`config.mk`:
```
export PLATFORM = sky130hd
export DESIGN_NAME = selective_repeat_receiver
export DESIGN_NICKNAME = d
export VERILOG_FILES = /design/src/design/srr_pkg.sv /design/src/design/srr_front.sv /design/src/design/srr_queue.sv /design/src/design/srr_back.sv /design/src/design/selective_repeat_receiver.sv
export SDC_FILE = /design/constraint.sdc
export NUM_CORES = 2
export LEC_CHECK = 0
export BUFFER_PORTS_ARGS = -buffer_cell sky130_fd_sc_hd__buf_4
export CORE_AREA = 5 5 589 591
export CTS_BUF_LIST = sky130_fd_sc_hd__clkbuf_8
export CTS_CLUSTER_DIAMETER = 120
export DETAILED_ROUTE_END_ITERATION = 7
export DIE_AREA = 0 0 594 596
export HOLD_SLACK_MARGIN = 0.03
export PLACE_DENSITY = 0.48
export SETUP_SLACK_MARGIN = 0.5
export SYNTH_ARGS = -nofsm -noshare
export SYNTH_HDL_FRONTEND = slang
export SYNTH_HIERARCHICAL = 1
export SYNTH_SLANG_ARGS = --single-unit
```
`constraint.sdc`:
```
create_clock -name i_clk -period 26 [get_ports i_clk]
set_input_delay 3.9 -clock i_clk [delete_from_list [all_inputs] [get_ports i_clk]]
set_output_delay 3.9 -clock i_clk [all_outputs]
set_load 0.005 [all_outputs]
```
`src/design/srr_pkg.sv`:
```
// Shared types and constants of the selective repeat receiver.
`timescale 1ns / 1ps

package srr_pkg;

    localparam logic KIND_ACK  = 1'b0;
    localparam logic KIND_DATA = 1'b1;

    localparam int CFG_W = 4;
    localparam logic [CFG_W-1:0] WINDOW_RESET = 4'd8;

    typedef struct packed {
        logic [7:0]  seq;
        logic [63:0] low;
        logic [63:0] mid;
        logic [31:0] high;
    } t_pkt;

    typedef struct packed {
        logic               kind;
        logic [7:0]         ack_number;
        logic signed [31:0] ack_check;
        logic [7:0]         deliver_seq;
        logic [63:0]        data_low;
        logic [63:0]        data_mid;
        logic [31:0]        data_high;
        logic               last;
    } t_result;

endpackage

```
`src/design/srr_front.sv`:
```
// Front end: accepts packets, verifies the checksum over two stages and queues good ones.
`timescale 1ns / 1ps

module srr_front import srr_pkg::*; (
    input  logic               i_clk,
    input  logic               i_rst_n,
    input  logic               i_start,
    input  logic [7:0]         i_seq_num,
    input  logic signed [31:0] i_ack_field,
    input  logic signed [31:0] i_check_value,
    input  logic [63:0]        i_payload_low,
    input  logic [63:0]        i_payload_mid,
    input  logic [31:0]        i_payload_high,
    input  logic               i_full,
    output logic               o_busy,
    output logic               o_push,
    output t_pkt               o_pkt
);

    function automatic logic signed [10:0] sum8(input logic [63:0] w);
        logic signed [10:0] s;
        s = '0;
        for (int i = 0; i < 8; i++) begin
            s = s + {{3{w[8*i+7]}}, w[8*i +: 8]};
        end
        return s;
    endfunction

    function automatic logic signed [9:0] sum4(input logic [31:0] w);
        logic signed [9:0] s;
        s = '0;
        for (int i = 0; i < 4; i++) begin
            s = s + {{2{w[8*i+7]}}, w[8*i +: 8]};
        end
        return s;
    endfunction

    logic        r_a_valid;
    t_pkt        r_a_pkt;
    logic [31:0] r_a_ack;
    logic [31:0] r_a_chk;

    logic        r_b_valid;
    t_pkt        r_b_pkt;
    logic [31:0] r_b_p0;
    logic [31:0] r_b_p1;
    logic [31:0] r_b_p2;
    logic [31:0] r_b_chk;

    logic        accept;
    logic        b_ok;
    logic        b_done;
    logic        b_load;
    logic        a_move;
    logic        n_a_valid;
    logic        n_b_valid;
    logic signed [10:0] s_low;
    logic signed [10:0] s_mid;
    logic signed [9:0]  s_high;

    assign b_ok   = (~(r_b_p0 + r_b_p1 + r_b_p2)) == r_b_chk;
    assign b_done = r_b_valid && (!b_ok || !i_full);
    assign o_push = r_b_valid && b_ok && !i_full;
    assign o_pkt  = r_b_pkt;

    assign b_load = !r_b_valid || b_done;
    assign a_move = r_a_valid && b_load;
    assign o_busy = r_a_valid && !a_move;
    assign accept = i_start && !o_busy;

    assign n_a_valid = accept || (r_a_valid && !a_move);
    assign n_b_valid = a_move || (r_b_valid && !b_done);

    assign s_low  = sum8(r_a_pkt.low);
    assign s_mid  = sum8(r_a_pkt.mid);
    assign s_high = sum4(r_a_pkt.high);

    always_ff @(posedge i_clk) begin
        if (!i_rst_n) begin
            r_a_valid <= 1'b0;
            r_b_valid <= 1'b0;
        end else begin
            r_a_valid <= n_a_valid;
            r_b_valid <= n_b_valid;
        end
    end

    always_ff @(posedge i_clk) begin
        if (accept) begin
            r_a_pkt.seq  <= i_seq_num;
            r_a_pkt.low  <= i_payload_low;
            r_a_pkt.mid  <= i_payload_mid;
            r_a_pkt.high <= i_payload_high;
            r_a_ack      <= i_ack_field;
            r_a_chk      <= i_check_value;
        end
        if (a_move) begin
            r_b_pkt <= r_a_pkt;
            r_b_chk <= r_a_chk;
            r_b_p0  <= {{21{s_low[10]}}, s_low};
            r_b_p1  <= {{21{s_mid[10]}}, s_mid};
            r_b_p2  <= {24'b0, r_a_pkt.seq} + r_a_ack + {{22{s_high[9]}}, s_high};
        end
    end

endmodule

```
`src/design/srr_queue.sv`:
```
// Two-entry queue of verified packets between the front and back ends.
`timescale 1ns / 1ps

module srr_queue import srr_pkg::*; (
    input  logic i_clk,
    input  logic i_rst_n,
    input  logic i_push,
    input  t_pkt i_pkt,
    input  logic i_pop,
    output logic o_full,
    output logic o_empty,
    output t_pkt o_pkt
);

    localparam int DEPTH = 2;

    t_pkt       r_mem [DEPTH];
    logic       r_wr_ptr;
    logic       r_rd_ptr;
    logic [1:0] r_count;

    assign o_full  = r_count == 2'(DEPTH);
    assign o_empty = r_count == '0;
    assign o_pkt   = r_mem[r_rd_ptr];

    always_ff @(posedge i_clk) begin
        if (!i_rst_n) begin
            r_wr_ptr <= 1'b0;
            r_rd_ptr <= 1'b0;
            r_count  <= '0;
        end else begin
            if (i_push) begin
                r_wr_ptr <= ~r_wr_ptr;
            end
            if (i_pop) begin
                r_rd_ptr <= ~r_rd_ptr;
            end
            if (i_push && !i_pop) begin
                r_count <= r_count + 2'd1;
            end else if (i_pop && !i_push) begin
                r_count <= r_count - 2'd1;
            end
        end
    end

    always_ff @(posedge i_clk) begin
        if (i_push) begin
            r_mem[r_wr_ptr] <= i_pkt;
        end
    end

endmodule

```
`src/design/srr_back.sv`:
```
// Back end: window classification, slot store and in-order delivery sequencer.
`timescale 1ns / 1ps

module srr_back import srr_pkg::*; #(
    parameter int WINDOW_MAX = 8,
    parameter int SEQ_BITS   = 8
) (
    input  logic             i_clk,
    input  logic             i_rst_n,
    input  logic             i_cfg_valid,
    input  logic [CFG_W-1:0] i_cfg_window_size,
    output logic             o_cfg_ready,
    input  logic             i_empty,
    input  t_pkt             i_pkt,
    output logic             o_pop,
    output logic             o_res_valid,
    output t_result          o_res
);

    localparam int IW    = (WINDOW_MAX > 1) ? $clog2(WINDOW_MAX) : 1;
    localparam int WW    = $clog2(WINDOW_MAX + 1);
    localparam int HALF  = 1 << (SEQ_BITS - 1);
    localparam int LIMIT = (WINDOW_MAX < HALF) ? WINDOW_MAX : HALF;
    localparam int CW    = (SEQ_BITS > WW) ? SEQ_BITS : WW;
    localparam logic [IW-1:0] LAST_SLOT = IW'(WINDOW_MAX - 1);

    typedef struct packed {
        logic [63:0] low;
        logic [63:0] mid;
        logic [31:0] high;
    } t_slot;

    typedef enum logic [2:0] {
        ST_IDLE  = 3'b001,
        ST_CLASS = 3'b010,
        ST_EMIT  = 3'b100
    } t_state;

    t_state                r_state, n_state;
    logic [CFG_W-1:0]      r_window_size;
    logic [SEQ_BITS-1:0]   r_base, n_base;
    logic [IW-1:0]         r_head, n_head;
    logic [WW-1:0]         r_cnt, n_cnt;
    logic [WINDOW_MAX-1:0] r_filled, n_filled;
    logic                  r_res_valid, n_res_valid;
    t_result               r_res, n_res;
    t_pkt                  r_pkt;
    t_slot                 r_mem [WINDOW_MAX];
    t_slot                 r_rd;

    logic [WW-1:0]       win;
    logic [SEQ_BITS-1:0] seq;
    logic [SEQ_BITS-1:0] ahead;
    logic [SEQ_BITS-1:0] behind;
    logic                in_win;
    logic                in_prev;
    logic [IW:0]         slot_sum;
    logic [IW-1:0]       slot_idx;
    logic [IW-1:0]       head_next;
    logic [IW-1:0]       rd_addr;
    logic                filled0;
    logic [WW-1:0]       cnt_next;
    logic                more;
    logic                we;
    t_slot               wdata;
    t_result             ack_res;
    t_result             data_res;

    assign o_cfg_ready = 1'b1;
    assign o_res_valid = r_res_valid;
    assign o_res       = r_res;

    always_comb begin
        if (int'(r_window_size) > LIMIT) begin
            win = WW'(LIMIT);
        end else if (r_window_size == '0) begin
            win = WW'(1);
        end else begin
            win = WW'(r_window_size);
        end
    end

    assign seq     = SEQ_BITS'(r_pkt.seq);
    assign ahead   = seq - r_base;
    assign behind  = r_base - seq;
    assign in_win  = CW'(ahead) < CW'(win);
    assign in_prev = (behind != '0) && (CW'(behind) <= CW'(win));

    assign slot_sum = {1'b0, r_head} + (IW+1)'(ahead);
    assign slot_idx = (slot_sum >= (IW+1)'(WINDOW_MAX))
                    ? IW'(slot_sum - (IW+1)'(WINDOW_MAX)) : IW'(slot_sum);

    assign head_next = (r_head == LAST_SLOT) ? '0 : r_head + 1'b1;
    assign filled0   = r_filled[r_head] || (ahead == '0);
    assign cnt_next  = r_cnt + 1'b1;
    assign more      = (cnt_next < win) && r_filled[head_next] && (head_next != r_head);

    assign wdata.low  = r_pkt.low;
    assign wdata.mid  = r_pkt.mid;
    assign wdata.high = r_pkt.high;

    always_comb begin
        ack_res            = '0;
        ack_res.kind       = KIND_ACK;
        ack_res.ack_number = 8'(seq);
        ack_res.ack_check  = ~32'(seq);

        data_res             = '0;
        data_res.kind        = KIND_DATA;
        data_res.deliver_seq = 8'(r_base);
        data_res.data_low    = r_rd.low;
        data_res.data_mid    = r_rd.mid;
        data_res.data_high   = r_rd.high;
    end

    always_comb begin
        n_state     = r_state;
        n_base      = r_base;
        n_head      = r_head;
        n_cnt       = r_cnt;
        n_filled    = r_filled;
        n_res_valid = 1'b0;
        n_res       = r_res;
        o_pop       = 1'b0;
        we          = 1'b0;
        rd_addr     = r_head;
        case (r_state)
            ST_IDLE: begin
                if (!i_empty) begin
                    o_pop   = 1'b1;
                    n_state = ST_CLASS;
                end
            end
            ST_CLASS: begin
                n_cnt = '0;
                if (in_win) begin
                    n_res_valid = 1'b1;
                    n_res       = ack_res;
                    n_res.last  = !filled0;
                    if (!r_filled[slot_idx]) begin
                        we                 = 1'b1;
                        n_filled[slot_idx] = 1'b1;
                    end
                    n_state = filled0 ? ST_EMIT : ST_IDLE;
                end else begin
                    if (in_prev) begin
                        n_res_valid = 1'b1;
                        n_res       = ack_res;
                        n_res.last  = 1'b1;
                    end
                    n_state = ST_IDLE;
                end
            end
            ST_EMIT: begin
                rd_addr          = head_next;
                n_res_valid      = 1'b1;
                n_res            = data_res;
                n_res.last       = !more;
                n_filled[r_head] = 1'b0;
                n_head           = head_next;
                n_base           = r_base + 1'b1;
                n_cnt            = cnt_next;
                n_state          = more ? ST_EMIT : ST_IDLE;
            end
            default: begin
                n_state = ST_IDLE;
            end
        endcase
    end

    always_ff @(posedge i_clk) begin
        if (!i_rst_n) begin
            r_state       <= ST_IDLE;
            r_window_size <= WINDOW_RESET;
            r_base        <= '0;
            r_head        <= '0;
            r_cnt         <= '0;
            r_filled      <= '0;
            r_res_valid   <= 1'b0;
        end else begin
            r_state     <= n_state;
            r_base      <= n_base;
            r_head      <= n_head;
            r_cnt       <= n_cnt;
            r_filled    <= n_filled;
            r_res_valid <= n_res_valid;
            if (i_cfg_valid) begin
                r_window_size <= i_cfg_window_size;
            end
        end
    end

    always_ff @(posedge i_clk) begin
        r_res <= n_res;
        if (o_pop) begin
            r_pkt <= i_pkt;
        end
    end

    // Slot store with a write-first read port.
    always_ff @(posedge i_clk) begin
        if (we) begin
            r_mem[slot_idx] <= wdata;
        end
        if (we && (slot_idx == rd_addr)) begin
            r_rd <= wdata;
        end else begin
            r_rd <= r_mem[rd_addr];
        end
    end

endmodule

```
`src/design/selective_repeat_receiver.sv`:
```
// Top level of the selective repeat receiver.
`timescale 1ns / 1ps

// A packet is taken at a clock edge where start is high and busy is low. The
// front end checks its checksum in a registered pipeline and drops it if the
// check fails; good packets wait in a two-entry queue for the back end.
// Each result is shown for exactly one cycle with o_result_valid high. The
// receiver cannot hold results off, and o_last marks the final result of a
// packet. The acknowledgement of an accepted packet passes through the front
// end's stage registers, the queue, the back end's packet register and the
// result register; deliveries then follow one a cycle.
// For each packet the back end takes it from the queue, classifies and stores
// it, then reads each delivery from the slot store; it takes the next packet
// from the queue only once it is back in idle.
// busy rises only while the queue is full, so a short burst of packets is
// absorbed while the back end is delivering.
// The window size register is written through its own channel, whose ready is
// always high; write it only while the block is idle: the block does not enforce it.
// Reset sets the window size to 8, the window base to zero and empties every
// slot.

module selective_repeat_receiver import srr_pkg::*; #(
    parameter int WINDOW_MAX = 8,
    parameter int SEQ_BITS   = 8
) (
    input  logic               i_clk,
    input  logic               i_rst_n,
    input  logic               start,
    output logic               busy,
    input  logic [7:0]         i_seq_num,
    input  logic signed [31:0] i_ack_field,
    input  logic signed [31:0] i_check_value,
    input  logic [63:0]        i_payload_low,
    input  logic [63:0]        i_payload_mid,
    input  logic [31:0]        i_payload_high,
    input  logic               i_cfg_valid,
    output logic               o_cfg_ready,
    input  logic [CFG_W-1:0]   i_cfg_window_size,
    output logic               o_result_valid,
    output logic               o_kind,
    output logic [7:0]         o_ack_number,
    output logic signed [31:0] o_ack_check,
    output logic [7:0]         o_deliver_seq,
    output logic [63:0]        o_data_low,
    output logic [63:0]        o_data_mid,
    output logic [31:0]        o_data_high,
    output logic               o_last
);

    logic    push;
    logic    pop;
    logic    full;
    logic    empty;
    t_pkt    front_pkt;
    t_pkt    queue_pkt;
    t_result res;

    srr_front u_front (
        .i_clk          (i_clk),
        .i_rst_n        (i_rst_n),
        .i_start        (start),
        .i_seq_num      (i_seq_num),
        .i_ack_field    (i_ack_field),
        .i_check_value  (i_check_value),
        .i_payload_low  (i_payload_low),
        .i_payload_mid  (i_payload_mid),
        .i_payload_high (i_payload_high),
        .i_full         (full),
        .o_busy         (busy),
        .o_push         (push),
        .o_pkt          (front_pkt)
    );

    srr_queue u_queue (
        .i_clk   (i_clk),
        .i_rst_n (i_rst_n),
        .i_push  (push),
        .i_pkt   (front_pkt),
        .i_pop   (pop),
        .o_full  (full),
        .o_empty (empty),
        .o_pkt   (queue_pkt)
    );

    srr_back #(
        .WINDOW_MAX (WINDOW_MAX),
        .SEQ_BITS   (SEQ_BITS)
    ) u_back (
        .i_clk             (i_clk),
        .i_rst_n           (i_rst_n),
        .i_cfg_valid       (i_cfg_valid),
        .i_cfg_window_size (i_cfg_window_size),
        .o_cfg_ready       (o_cfg_ready),
        .i_empty           (empty),
        .i_pkt             (queue_pkt),
        .o_pop             (pop),
        .o_res_valid       (o_result_valid),
        .o_res             (res)
    );

    assign o_kind        = res.kind;
    assign o_ack_number  = res.ack_number;
    assign o_ack_check   = res.ack_check;
    assign o_deliver_seq = res.deliver_seq;
    assign o_data_low    = res.data_low;
    assign o_data_mid    = res.data_mid;
    assign o_data_high   = res.data_high;
    assign o_last        = res.last;

endmodule

```
Word-level counts from Yosys, hierarchy flattened

Memories as Yosys holds them, arrays and structs flattened. A register that Yosys moved wholly into a read port is not among the register bits.
Cells that the tools add are included.

Logic and storage cells: 172
Input port bits: 240
Bits in writable memories: 1,616
Memories: 2
Register bits after elaboration: 733
Output and inout port bits: 213

Memories:

| memory        | depth | width | rd ports | clocked after memory_dff | write ports | line            | text |
|---|---|---|---|---|---|---|---|
| u_back.r_mem  | 8     | 160   | 1        | 1                        | 1           | srr_back.sv:48  | `t_slot r_mem [WINDOW_MAX];` |
| u_queue.r_mem | 2     | 168   | 1        | 1                        | 1           | srr_queue.sv:17 | `t_pkt r_mem [DEPTH];` |

Eq/ne operators: 11
Magnitude comparators: 10
Bitwise gates (word level): 7
Muxes and demuxes: 41
Add/sub/neg operators: 30
Reductions and logical operators: 37

Operator list:

| operator                                                                     | number |
|---|---|
| 210-bit two-way mux                                                          | 2 |
| 210-bit one-hot mux with 2 select lines                                      | 1 |
| 11-bit adder                                                                 | 12 |
| 32-bit adder                                                                 | 2 |
| 8-bit by 32-bit adder with 32-bit output                                     | 1 |
| 32-bit == test                                                               | 1 |
| 32-bit NOT                                                                   | 1 |
| 8-bit NOT with 32-bit output                                                 | 1 |
| 8-bit by 8-bit adder with 9-bit output                                       | 3 |
| 3-bit two-way mux                                                            | 7 |
| 10-bit adder                                                                 | 2 |
| 1-bit two-way mux                                                            | 16 |
| 8-bit two-way mux                                                            | 2 |
| 8-bit one-hot mux with 2 select lines                                        | 1 |
| 8-bit subtractor                                                             | 2 |
| 1-bit logical AND                                                            | 14 |
| 11-bit by 11-bit adder with 12-bit output                                    | 1 |
| 3-bit by 4-bit less-than comparator with 1-bit output, second input constant | 3 |
| 1-bit zero test                                                              | 10 |
| 1-bit binary-select mux with 3-bit select                                    | 3 |
| 3-bit one-hot mux with 3 select lines                                        | 1 |
| 8-bit by 1-bit adder with 8-bit output, second input constant                | 1 |
| 8-bit bitwise AND                                                            | 1 |
| 8-bit by 4-bit less-or-equal comparator with 1-bit output                    | 1 |
| other kinds (35)                                                             | 47 |

Longest topological paths before layout

Depth after elaboration: 14
Gate-level depth with buffers: 28
Gate-level depth less buffers: 28

By module

The synthesis kept the hierarchy.

By module, submodules not included:

| module    | cells each | times used | seq. area each (sq um) | area each (sq um) |
|---|---|---|---|---|
| srr_back  | 2,773      | 1          | 49,777.7               | 62,084.5 |
| srr_front | 1,527      | 1          | 14,634.0               | 23,427.5 |
| srr_queue | 545        | 1          | 10,189.8               | 12,766.0 |

Worst setup path before layout

No wires, ideal clock.

Kind: flip-flop to flip-flop
From: reg u_front.r_b_p0[1]
To: reg u_front.r_b_pkt (netlist bit u_front/o_pkt[0]) (enable)
Cell stages (with the launch flop): 20
Arrival time: 23,627 ps
Required time: 24,745 ps
Clock period less this slack: 24,882 ps
Library setup time: 1,255 ps
Path buffers: 1
Path slack: 1,118 ps
Cells stage by stage: edfxtp_1 ha_1 a21o_1 a21oi_1 o21ai_0 a31o_2 nor2_1 nor2b_1 o31ai_1 ha_1 buf_2 a21oi_1 o21ai_0 and3_1 a211oi_2 nor2_1 nor3b_1 o41ai_1 a2111oi_4 a21boi_0

Longest elaborated chain between the ends: 9

Ends and longest elaborated chain:

| item                                      | line             | text |
|---|---|---|
| start: declaration                        | srr_front.sv:45  | `logic [31:0] r_b_p0;` |
| start signal: assignment                  | srr_front.sv:100 | `r_b_p0 <= {{21{s_low[10]}}, s_low};` |
| 11-bit by 11-bit adder with 12-bit output | srr_front.sv:61  | `assign b_ok = (~(r_b_p0 + r_b_p1 + r_b_p2)) == r_b_chk;` |
| 32-bit adder                              | srr_front.sv:61  |  |
| 32-bit NOT                                | srr_front.sv:61  |  |
| 32-bit == test                            | srr_front.sv:61  |  |
| 1-bit zero test                           | srr_front.sv:62  | `assign b_done = r_b_valid && (!b_ok \|\| !i_full);` |
| 1-bit logical OR                          | srr_front.sv:62  |  |
| 1-bit logical AND                         | srr_front.sv:62  |  |
| 1-bit logical OR                          | srr_front.sv:66  | `assign b_load = !r_b_valid \|\| b_done;` |
| 1-bit logical AND                         | srr_front.sv:67  | `assign a_move = r_a_valid && b_load;` |
| net u_front.a_move                        | srr_front.sv:54  | `logic a_move;` |
| end signal: assignment                    | srr_front.sv:98  | `r_b_pkt <= r_a_pkt;` |
| end: declaration                          | srr_front.sv:44  | `t_pkt r_b_pkt;` |

The timed path passes the listed nets, and every way through them passes these cells.
A chain may end at the register's enable or synchronous reset.

Worst setup path in the final report

From: reg u_front.r_b_p0[1]
To: out busy

Longest elaborated chain between the ends: 11

Ends and longest elaborated chain:

| item                                      | line                            | text |
|---|---|---|
| 11-bit by 11-bit adder with 12-bit output | srr_front.sv:61                 |  |
| 32-bit adder                              | srr_front.sv:61                 |  |
| 32-bit NOT                                | srr_front.sv:61                 |  |
| 32-bit == test                            | srr_front.sv:61                 |  |
| 1-bit zero test                           | srr_front.sv:62                 |  |
| 1-bit logical OR                          | srr_front.sv:62                 |  |
| 1-bit logical AND                         | srr_front.sv:62                 |  |
| 1-bit logical OR                          | srr_front.sv:66                 |  |
| 1-bit logical AND                         | srr_front.sv:67                 |  |
| 1-bit zero test                           | srr_front.sv:68                 | `assign o_busy = r_a_valid && !a_move;` |
| 1-bit logical AND                         | srr_front.sv:68                 |  |
| end: declaration                          | selective_repeat_receiver.sv:29 | `output logic busy,` |

No other way between the ends.

==> run summary <==
number of max-cap violations: 0
post-synthesis register bit count: 2,498
startpoint types: flip-flop
Post-CTS Resized: 0
clock-pin slew on the worst setup and hold paths: 0.06 ns
Pins Over Slew Limit: 0
Worst EP arrival: 7.54 ns
grt ovf: 0
Worst Setup End Kind: output port
CP Max Fanout: 23
cts bufs inserted: 422
RSZ-0062 raised after global routing: false
Final period util: 0.4399
worst reg2reg path depth: 22
non-filler cells, final: 10.53k
Initial DRC Count: 3,195
htree depth: 5
Max VDD drop: 0.0001718 V
Die W: 594 µm
DP HPWL: 154,700 µm
number of global-route vias before repair: 50.54k
clk sinks: 2,498
Pleak: 37.90 nW
Setup crit end: busy
Hold Buf Count CTS: 0
RePlAce Congestion: 0.7892
cell row count: 215
DR WL/cell: 24.01 µm
top cells by area, synth: edfxtp_1 75%, mux4_2 7.4%, fa_1 2.7%, ha_1 2.0%, mux2i_1 1.8%
dpl cells: 9,740
Setup-failing EPs final: 0
Ys Warns: 6
Hold Slack: 0.4122 ns
min cycle time layout: 11.44 ns
Die Span Y: 596 µm
Syn Nets: 5,377
DRT antenna net count: 0
Setup WS pre-CTS: 15.67 ns
core area: 341,400 µm²
hold violation count in the final report: 0
setup ws final: 14.56 ns
clock tree buffer depth: 4
clk root buf: clkbuf_8
Routed WL: 252,900 µm
TritonCTS clock tree: yes
Placement Cell Area: 107,200 µm²
Critical Path RT: 22.10 ns
power per cell area: 109.4 nW/µm²
EDFF count, synth: 2,457
Yosys cell types: 88
total track usage: 0.1393
min-delay src: u_front/r_a_chk[2]$_DFFE_PP_
drt pass-1 iters: 6
first-pass GRT wire length: 362,500 µm
most frequent cells in the layout: 2,457 x edfxtp_1, 505 x buf_4, 424 x clkbuf_8, 342 x inv_1, 323 x mux4_2
post-route DRC violation count: 0
Initial Utilization: 0.2879
top_reg_cell synth: edfxtp_1
Layout Skew: 0.1119 ns
io pins: 453
run status: finished, final reports clean
Post-synth ARST share: 0
clock latency on the worst-skew pair: 1.09 ns
post-synth top area share: 0.7507
postcts setup bufs: 0
HP Class: reg -> reg
share of layout cells above drive strength 1: 0.2673
Worst-Margin Slew: 1.348 ns
pin count of the biggest net entering global routing: 129
worst flop-to-flop path endpoint: u_queue/r_mem[0][88]$_DFFE_PP_
slew margin rel.: 0.1015
Max Freq: 87.44 MHz
Buffers on Ports: 451
RR Startpoint: u_front/r_b_p0[1]$_DFFE_PP_
setup TNS: 0 ns
Yosys top cell by area: edfxtp_1
Netlist Area Pre-Place: 98,280 µm²
sequential element share of the synthesized area: 0.7591
Worst Setup SP: u_front/r_b_p0[1]$_DFFE_PP_
Hold Path Stages: 0
most common cell after layout, fill and taps aside: edfxtp_1
syn avg cell area: 20.28 µm²
design area: 115,400 µm²
post-DR vias/cell: 4.464
vias: 47.01k
Crit Path Class: reg -> out
synthesized instance count: 4,845
Layout area overhead: 17.43%
reg2reg setup slack: 17.20 ns
DIE AREA: 354,000 µm²
initial antenna violation count: 16
Layout Nets: 6,139
==> state kept, by name (all words and copies together), names as in the netlist, 2 cells and up, named ones only <==
signal,flops
u_back/r_cnt,4
u_queue/r_mem,336
u_front/r_b_p1,11
u_back/r_head,3
u_back/r_window_size,4
u_front/r_a_pkt,168
u_back/seq,8
u_front/r_a_ack,32
u_queue/r_count,2
u_back/r_state,3
u_back/r_filled,8
u_front/r_b_chk,32
u_front/o_pkt,168
u_back/r_pkt,160
u_front/r_a_chk,32
u_back/r_mem,1280
u_back/o_res,187
u_back/r_base,8
u_front/r_b_p2,32
u_front/r_b_p0,11
==> synth_stat cells (15+ instances only) <==
cell type  number
a21o_1         29
fa_1          133
o21a_1         16
a21oi_1       107
ha_1          159
nand3_1        41
buf_6          17
and3_1         15
xnor2_1        97
mux2_4        101
nand2_1        72
o21ai_0        55
nor2b_1        16
nand4_1        18
nor2_1        249
o21bai_1       23
nand2b_1       15
buf_1          20
edfxtp_1     2457
nor3_1         30
xor2_1         38
mux2i_1       173
mux2_2         68
dfxtp_1        41
mux4_2        323
clkbuf_1       73
buf_4          25
inv_1         211
buf_2          41
==> per-stage QoR <==
stage	util	power [mW]
after floorplan	-	7.912
after global placement	0.3140	9.273
after CTS	0.3380	12.83
final	0.3381	12.62
after detailed placement	0.3140	9.303
after global routing	0.3380	13.36
==> layout make-up <==
type	count	area (µm²)
Multi-Input combinational cell	1957	22060
Fill cell	32330	226000
Sequential cell	2498	74620
Tap cell	4557	5702
Antenna cell	10	25.02
Inverter	211	792.0
Clock inverter	357	2346
Clock buffer	424	5836
Timing Repair Buffer	517	4031
==> worst min path at each step <==
stage | end
finish | u_front/r_b_chk[2]$_DFFE_PP_
floorplan | u_front/r_b_chk[0]$_DFFE_PP_
global route | u_queue/r_mem[0][33]$_DFFE_PP_
detailed placement | u_front/r_b_chk[2]$_DFFE_PP_
CTS | u_queue/r_mem[1][88]$_DFFE_PP_
global placement | u_front/r_b_chk[15]$_DFFE_PP_
==> report_power, final <==
group	internal, mW	switching [mW]	total (mW)
registers	5.01	0.280	5.29
logic	1.43	2.47	3.90
clock network	1.80	1.63	3.43
==> cells by family after synthesis <==
logic type	count (synthesis)	synth area share
AO/OA/AOI/OAI	343	0.02369
buffers and inverters	390	0.01790
XOR/XNOR	137	0.01236
other	1	0.00003816
AND/OR/NAND/NOR	519	0.02472
multiplexers	665	0.1149
adder cells (fa/ha/maj)	292	0.04733
flip-flops	2498	0.7591
==> per-layer routing <==
layer | GRT usage | vias up | share of wire
li1 | - | 20750 | -
met1 | 0.1957 | 24630 | 0.46
met2 | 0.2247 | 1224 | 0.47
met3 | 0.02421 | 402 | 0.043
met4 | 0.03546 | 4 | 0.023
met5 | 0 | - | 0.00011
==> worst max-delay path, cell delays in order (launching register included) <==
cell and delay (ns):
edfxtp_1 0.39, ha_1 0.31, a21o_1 0.16, a21oi_1 0.26, o21ai_0 0.16, a31o_2 0.25, nor2_1 0.12, nor2b_1 0.10
o31ai_4 0.95, ha_1 0.48, a21oi_1 0.23, o21a_1 0.21, o2bb2ai_1 0.11, a211oi_1 0.44, a21boi_0 0.25, o211ai_1 0.32
o311ai_0 0.24, or4_4 0.49, a2111oi_4 0.54, and3_1 0.34, buf_4 0.15
(Power assumes the default switching activity.)
